[src/sv/cstk_pkg.sv]
package cstk_pkg;

  localparam int DEPTH_DEF = 64;

  // command codes
  localparam logic [1:0] CMD_PUSH     = 2'd0;
  localparam logic [1:0] CMD_POP      = 2'd1;
  localparam logic [1:0] CMD_BRACKETS = 2'd2;
  localparam logic [1:0] CMD_FORMAT   = 2'd3;

  // status codes
  localparam logic [1:0] STAT_OK    = 2'd0;
  localparam logic [1:0] STAT_FULL  = 2'd1;
  localparam logic [1:0] STAT_EMPTY = 2'd2;

  localparam logic [7:0] CH_OPEN  = 8'h28;
  localparam logic [7:0] CH_CLOSE = 8'h29;
  localparam logic [7:0] CH_MID   = 8'h43;

  // cell shift ops: down moves toward the far end, up moves toward the top cell
  localparam logic [1:0] OP_HOLD = 2'd0;
  localparam logic [1:0] OP_DOWN = 2'd1;
  localparam logic [1:0] OP_UP   = 2'd2;

  typedef struct packed {
    logic [1:0] main_op;
    logic [1:0] scr_op;
  } cell_ctrl_t;

endpackage

[src/sv/cstk_cell.sv]
module cstk_cell
  import cstk_pkg::*;
(
  input  logic       clk,
  input  cell_ctrl_t ctrl,
  input  logic [7:0] main_left,
  input  logic [7:0] main_right,
  input  logic [7:0] scr_left,
  input  logic [7:0] scr_right,
  output logic [7:0] main_q,
  output logic [7:0] scr_q
);

  always_ff @(posedge clk) begin
    case (ctrl.main_op)
      OP_DOWN: main_q <= main_left;
      OP_UP:   main_q <= main_right;
      default: main_q <= main_q;
    endcase
    case (ctrl.scr_op)
      OP_DOWN: scr_q <= scr_left;
      OP_UP:   scr_q <= scr_right;
      default: scr_q <= scr_q;
    endcase
  end

endmodule

[src/sv/cstk_chain.sv]
module cstk_chain
  import cstk_pkg::*;
#(
  parameter int DEPTH = DEPTH_DEF
) (
  input  logic       clk,
  input  cell_ctrl_t ctrl,
  input  logic [7:0] push_byte,
  output logic [7:0] main_top,
  output logic [7:0] scr_top
);

  logic [7:0] main_v [DEPTH];
  logic [7:0] scr_v  [DEPTH];

  genvar i;
  generate
    for (i = 0; i < DEPTH; i++) begin : g_cell
      logic [7:0] ml, mr, sl, sr;
      // the top cell takes pushed bytes; the scratch row fills from the top main byte
      if (i == 0) begin : g_first
        assign ml = push_byte;
        assign sl = main_v[0];
      end else begin : g_mid
        assign ml = main_v[i-1];
        assign sl = scr_v[i-1];
      end
      // both rows close into rings when shifted up
      if (i == DEPTH - 1) begin : g_last
        assign mr = main_v[0];
        assign sr = scr_v[0];
      end else begin : g_inner
        assign mr = main_v[i+1];
        assign sr = scr_v[i+1];
      end
      cstk_cell u_cell (
        .clk        (clk),
        .ctrl       (ctrl),
        .main_left  (ml),
        .main_right (mr),
        .scr_left   (sl),
        .scr_right  (sr),
        .main_q     (main_v[i]),
        .scr_q      (scr_v[i])
      );
    end
  endgenerate

  assign main_top = main_v[0];
  assign scr_top  = scr_v[0];

endmodule

[src/sv/char_stack_with_checks.sv]
// Byte stack of DEPTH entries held in a row of shift cells, top of stack in the first cell.
// Push and pop can follow back to back while each result is taken at once; a refused push
// (full) or an empty pop still returns one result item with its status. The bracket and format
// checks rotate the whole row twice through the top cell: once to copy the contents into the
// scratch row in reverse order, once to stream bottom-to-top against top-to-bottom, so a check
// holds off the input from its acceptance until both passes are done and its result is taken.
// Every command gives exactly one result item, held in an output register until taken.
module char_stack_with_checks
  import cstk_pkg::*;
#(
  parameter int DEPTH = DEPTH_DEF
) (
  input  logic        clk,
  input  logic        rst,
  input  logic        s_axis_tvalid,
  output logic        s_axis_tready,
  input  logic [7:0]  s_axis_tdata,   // [7:0] data_in
  input  logic [1:0]  s_axis_tuser,   // [1:0] command
  output logic        m_axis_tvalid,
  input  logic        m_axis_tready,
  output logic [23:0] m_axis_tdata    // [7:0] pop_data, [9:8] status, [10] verdict,
                                      // [17:11] fill_level, [23:18] zero
);

  localparam int CW = $clog2(DEPTH + 1);
  localparam int AW = $clog2(DEPTH);

  localparam logic [1:0] S_IDLE = 2'd0;
  localparam logic [1:0] S_FILL = 2'd1;
  localparam logic [1:0] S_SCAN = 2'd2;

  localparam logic signed [CW:0] LVL_ONE = (CW+1)'(1);

  logic [1:0]        state, state_next;
  logic [AW-1:0]     step;
  logic [CW-1:0]     count;
  logic              chk_fmt;
  logic signed [CW:0] level, level_next;
  logic              fmt_ok, fmt_ok_next;

  logic [7:0]  out_data;
  logic [1:0]  out_status;
  logic        out_verdict;
  logic [6:0]  out_fill;

  cell_ctrl_t  ctrl;
  logic [7:0]  main_top, scr_top;

  logic in_acc, full, empty, last_step, in_range, at_mid;
  logic [CW-1:0] mid;

  assign s_axis_tready = (state == S_IDLE) && (!m_axis_tvalid || m_axis_tready);
  assign in_acc        = s_axis_tvalid && s_axis_tready;
  assign full          = (count == CW'(DEPTH));
  assign empty         = (count == '0);
  assign last_step     = (step == AW'(DEPTH - 1));
  assign in_range      = (CW'(step) < count);
  assign mid           = (count - 1'b1) >> 1;
  assign at_mid        = (CW'(step) == mid);

  always_comb begin
    ctrl.main_op = OP_HOLD;
    ctrl.scr_op  = OP_HOLD;
    case (state)
      S_IDLE: begin
        if (in_acc && s_axis_tuser == CMD_PUSH && !full) ctrl.main_op = OP_DOWN;
        if (in_acc && s_axis_tuser == CMD_POP && !empty) ctrl.main_op = OP_UP;
      end
      S_FILL: begin
        ctrl.main_op = OP_UP;
        if (in_range) ctrl.scr_op = OP_DOWN;
      end
      S_SCAN: begin
        ctrl.main_op = OP_UP;
        ctrl.scr_op  = OP_UP;
      end
      default: ;
    endcase
  end

  cstk_chain #(.DEPTH(DEPTH)) u_chain (
    .clk       (clk),
    .ctrl      (ctrl),
    .push_byte (s_axis_tdata),
    .main_top  (main_top),
    .scr_top   (scr_top)
  );

  // scan step: scratch top streams bottom-to-top, main top streams top-to-bottom
  always_comb begin
    level_next  = level;
    fmt_ok_next = fmt_ok;
    if (in_range) begin
      if (level != -1) begin
        if (scr_top == CH_OPEN)       level_next = level + LVL_ONE;
        else if (scr_top == CH_CLOSE) level_next = level - LVL_ONE;
      end
      if (scr_top != main_top) fmt_ok_next = 1'b0;
      if (at_mid && main_top != CH_MID) fmt_ok_next = 1'b0;
    end
  end

  always_comb begin
    state_next = state;
    case (state)
      S_IDLE: if (in_acc && (s_axis_tuser == CMD_BRACKETS || s_axis_tuser == CMD_FORMAT))
                state_next = S_FILL;
      S_FILL: if (last_step) state_next = S_SCAN;
      S_SCAN: if (last_step) state_next = S_IDLE;
      default: state_next = S_IDLE;
    endcase
  end

  always_ff @(posedge clk) begin
    if (rst) begin
      state         <= S_IDLE;
      count         <= '0;
      step          <= '0;
      m_axis_tvalid <= 1'b0;
    end else begin
      state <= state_next;
      if (state == S_IDLE) begin
        step <= '0;
      end else begin
        step <= last_step ? '0 : step + 1'b1;
      end
      if (in_acc) begin
        case (s_axis_tuser)
          CMD_PUSH: if (!full) count <= count + 1'b1;
          CMD_POP:  if (!empty) count <= count - 1'b1;
          default: ;
        endcase
      end
      if (in_acc && (s_axis_tuser == CMD_PUSH || s_axis_tuser == CMD_POP)) begin
        m_axis_tvalid <= 1'b1;
      end else if (state == S_SCAN && last_step) begin
        m_axis_tvalid <= 1'b1;
      end else if (m_axis_tready) begin
        m_axis_tvalid <= 1'b0;
      end
    end
  end

  always_ff @(posedge clk) begin
    if (in_acc) begin
      chk_fmt <= (s_axis_tuser == CMD_FORMAT);
      level   <= '0;
      fmt_ok  <= count[0];
    end else if (state == S_SCAN) begin
      level  <= level_next;
      fmt_ok <= fmt_ok_next;
    end
    if (in_acc && s_axis_tuser == CMD_PUSH) begin
      out_data    <= 8'd0;
      out_status  <= full ? STAT_FULL : STAT_OK;
      out_verdict <= 1'b0;
      out_fill    <= full ? 7'(count) : 7'(count + 1'b1);
    end else if (in_acc && s_axis_tuser == CMD_POP) begin
      out_data    <= empty ? 8'd0 : main_top;
      out_status  <= empty ? STAT_EMPTY : STAT_OK;
      out_verdict <= 1'b0;
      out_fill    <= empty ? 7'(count) : 7'(count - 1'b1);
    end else if (state == S_SCAN && last_step) begin
      out_data    <= 8'd0;
      out_status  <= STAT_OK;
      out_verdict <= chk_fmt ? fmt_ok_next : (level_next == 0);
      out_fill    <= 7'(count);
    end
  end

  assign m_axis_tdata = {6'd0, out_fill, out_verdict, out_status, out_data};

  a_count_bound: assert property (@(posedge clk) disable iff (rst)
    count <= CW'(DEPTH))
    else $error("stack count above depth");

  a_push_grows: assert property (@(posedge clk) disable iff (rst)
    (in_acc && s_axis_tuser == CMD_PUSH && !full) |=> (count == $past(count) + 1'b1))
    else $error("accepted push did not grow the stack");

  a_check_keeps: assert property (@(posedge clk) disable iff (rst)
    (state != S_IDLE) |=> $stable(count))
    else $error("stack count moved during a check");

  a_verdict_ok: assert property (@(posedge clk) disable iff (rst)
    (m_axis_tvalid && out_verdict) |-> (out_status == STAT_OK && out_data == 8'd0))
    else $error("verdict set on a push or pop result");

endmodule
[config.mk]
export PLATFORM = sky130hd
export DESIGN_NAME = char_stack_with_checks
export DESIGN_NICKNAME = d
export VERILOG_FILES = /design/src/sv/cstk_pkg.sv /design/src/sv/cstk_cell.sv /design/src/sv/cstk_chain.sv /design/src/sv/char_stack_with_checks.sv
export SDC_FILE = /design/constraint.sdc
export NUM_CORES = 2
export LEC_CHECK = 0
export ABC_AREA = 1
export BUFFER_PORTS_ARGS = -buffer_cell sky130_fd_sc_hd__buf_4
export CORE_ASPECT_RATIO = 1.75
export CORE_MARGIN = 4
export CORE_UTILIZATION = 57
export CTS_CLUSTER_DIAMETER = 100
export DETAILED_ROUTE_END_ITERATION = 8
export PLACE_DENSITY = 0.76
export SYNTH_ARGS = -nofsm -noshare
export SYNTH_HDL_FRONTEND = slang
export SYNTH_SLANG_ARGS = --single-unit
[constraint.sdc]
create_clock -name clk -period 36.5 [get_ports clk]
set_input_delay 3.65 -clock clk [delete_from_list [all_inputs] [get_ports clk]]
set_output_delay 3.65 -clock clk [all_outputs]
set_load 0.01 [all_outputs]
==> key figures <==
Clock network
  – CTS Sinks: between 1000 and 1500
  – Post-cts resize count: 0
  – # hold bufs at CTS: 0
  – Clk buf depth: 3
  – Clk pin slew, worst setup/hold paths: roughly 0.06 ns
  – CTS tree: yes
  – CTS H-tree lvls: 3
  – Clock root cell: clkbuf_16
  – Post-CTS setup buffer count: 0
  – Worst-Skew Late Latency: about 0.65 ns
  – Num CTS Buffers: 94

Finish
  – Filler cells: just over 6000
  – Layout area overhead: 8.62%
  – FF+latch area: between 30000 and 40000 um2
  – Most frequent cells in the layout: edfxtp_1, nand2_1, o21ai_0
  – Fin util: 0.627
  – Layout cell share with drive strength beyond 1: 0.0523
  – Layout net count: 4177
  – # diodes: 0
  – Area of the multi-input gates: roughly 11000 um2
  – Commonest non-fill, non-tap cell in the layout: edfxtp_1

STA
  – Final Setup Violations: 0
  – Final Skew: between 0.015 and 0.02 ns
  – Final Cycle Share: 0.238
  – Final Hold Viols: 0
  – RSZ-0062 raised after global routing: no
  – Slew Limit Fails: 0
  – Min cycle time layout: a little under 9 ns
  – Fin Setup TNS: 0 ns
  – Max_slew headroom: 0.208
  – Fmax: between 100 and 150 MHz
  – Worst Max-Slew Pin Slew: between 1 and 1.5 ns
  – Final worst slack: approximately 28 ns

Critical path
  – Worst setup path category: in2reg
  – R2R Path End: u_chain.g_cell[62].u_cell.main_q[1]$_DFFE_PP_
  – Critical path required time: about 37 ns
  – CP Max Fanout: between 100 and 150
  – FF-to-FF setup slack: 30.23 ns
  – R2R cell count: 14
  – CP Data Arrival Time: 8.95 ns
  – Slowest CP cell: buf_4
  – Worst path cell trace: buf_4, inv_1, nand2_1, inv_1, nor2_2, nand2_1, nor2_2, inv_2, nor2_2, nand2_1, ha_4, inv_8, buf_4, buf_4, buf_4
  – Reg-to-reg startpoint: state[0]$_SDFFE_PP0P_
  – Crit path top cell by count: buf_4
  – Setup crit end kind: flop
  – Worst path max stage delay: between 0.9 and 1 ns
  – Startpoint types: input port

Synthesis
  – Ys Warns: 0
  – Synth Flop Type: edfxtp_1
  – Syn_area_per_cell: between 10 and 15 um2
  – Post-synth cell types: 35
  – Post-synth EDFFs: roughly 1000
  – Share of the yosys chip area belonging to registers: 0.697
  – Mapped cell area: ~46000 um2
  – Mapped Cells: 4232
  – #FFs+latches synth: around 1100
  – Ys async rst share: 0

Floorplanning
  – Full die area: approximately 85000 um2
  – Die X: between 200 and 250 um
  – Cell Rows: between 100 and 150
  – Initial core utilization: 0.577
  – Die H: 382 um
  – Core area: 79000 um2
  – Io pins: 40

Detailed routing
  – Average vias per placed instance: ~5.3
  – Post-route ant nets: 0
  – Drt initial violations: around 2700
  – Routed len/inst: 14.5 um
  – # DRC: 0
  – Drt pass-1 iters: 5
  – DR vias: around 28000
  – Drt total wl: around 76000 um

GRT
  – Vias in the first global route: 27100
  – Global-route wire length before repair: 128000 um
  – Largest net degree at the start of global routing: 302
  – Initial antenna violation count: 0
  – GRT Total Usage: 0.175
  – GRT overflow: 0

Placement
  – Gpl congestion: 0.868
  – Port Buffers: 33
  – Place WS: 27.07 ns
  – DP Wirelength: between 40000 and 50000 um

Power and ir drop
  – Comb power frac: 0.291
  – Switch Pwr: approximately 1.7 mW
  – Switching Share: 0.342
  – P_leak: 18.8 nW
  – Internal Pwr Total: between 3 and 4 mW
  – Pwr Density: between 100 and 150 nW/um2
  – Seq pwr share: 0.508
  – VDD IR max: 0.103 mV
  – Clock Power Share: 0.201

Min path
  – Hold wc startpoint: step[0]$_SDFF_PP0_
  – Hold Path Class: reg2reg
  – End of the worst hold path: step[0]$_SDFF_PP0_
  – Cell count of the worst hold path: 1

Run
  – Max Cap Violations: 0

Status
  – Outcome: finished clean
worst max path at each step:
stage               cells after the start             startpoint                                             to
floorplan                               7  state[0]$_SDFFE_PP0P_    u_chain.g_cell[0].u_cell.scr_q[0]$_DFFE_PP_
global placement                       15          m_axis_tready  u_chain.g_cell[49].u_cell.main_q[1]$_DFFE_PP_
detailed placement                     15          m_axis_tready  u_chain.g_cell[51].u_cell.main_q[1]$_DFFE_PP_
CTS                                    15          m_axis_tready  u_chain.g_cell[56].u_cell.main_q[1]$_DFFE_PP_
global route                           15          m_axis_tready  u_chain.g_cell[56].u_cell.main_q[1]$_DFFE_PP_
finish                                 15          m_axis_tready  u_chain.g_cell[62].u_cell.main_q[1]$_DFFE_PP_
flip-flops by register name (all words and copies together), names as in the netlist:
signal and cells:
chk_fmt 1, out_fill 7, level 8, state 2
out_status 2, count 7, fmt_ok 1, u_chain.g_cell.u_cell.scr_q 512
m_axis_tvalid 1, u_chain.g_cell.u_cell.main_q 512, out_verdict 1, out_data 8
step 6
area by class of cell:
cell class / count / share of cell area
sequential: 1068 / 0.641
timing repair buffer: 55 / 0.00910
tap: 1035 / 0.0262
multi-input combinational: 2370 / 0.218
clock buffer: 122 / 0.0518
clock inverter: 53 / 0.0111
inverter: 559 / 0.0427
routing by layer:
metal	GRT usage	part of all wire
met5	0	0
met4	0.0601	0.027
met3	0.0224	0.032
met2	0.296	0.51
met1	0.239	0.43
cell usage after synthesis, drive strengths merged, types with 15 or more instances:
cell type,count,area (um2)
a21oi,263,1320
buf,71,372
clkbuf,169,634
dfxtp,33,661
edfxtp,1035,31100
ha,15,188
inv,556,2090
mux2,16,180
nand2,889,3350
nand3,56,280
nor2,305,1160
o21ai,766,3830
logic make-up (layout without fill, tap and decap cells):
family / Yosys count / count (layout) / synth area share
and+or+nand+nor: 1272 / 1272 / 0.108
DFF: 1068 / 1068 / 0.697
adders and majority gates: 15 / 15 / 0.00412
buffers and inverters: 799 / 789 / 0.0681
xor gates and xnor gates: 17 / 17 / 0.00357
AOI/OAI and AO/OA: 1044 / 1044 / 0.115
muxes: 16 / 16 / 0.00395
other: 1 / 6 / 0.0000823
power by group through the flow:
| stage | combinational (mW) | sequential [mW] | clock, mW |
|---|---|---|---|
| after floorplan | 1.17 | 2.87 | 0 |
| after global placement | 1.42 | 2.55 | 0 |
| after detailed placement | 1.48 | 2.57 | 0 |
| after CTS | 1.49 | 2.55 | 1.03 |
| after global routing | 1.71 | 2.61 | 1.08 |
| final | 1.46 | 2.55 | 1.01 |
critical path: cells and delay by family:
family                   cells  cell delay [ns]
adder cells (fa/ha/maj)      1             0.30
AND/OR/NAND/NOR              6             1.41
buffers and inverters        8             3.42
stage by stage:
step	instances	power [mW]	instance area [um2]	hold WS, ns
finish	5262	5.02	49500	0.472
global route	5262	5.40	49500	0.515
CTS	5262	5.08	49500	0.484
detailed placement	5087	4.05	46400	0.470
global placement	5087	3.97	46400	0.455
floorplan	4237	4.04	45600	0.441
No activity file was read; power rests on OpenSTA's default activity.
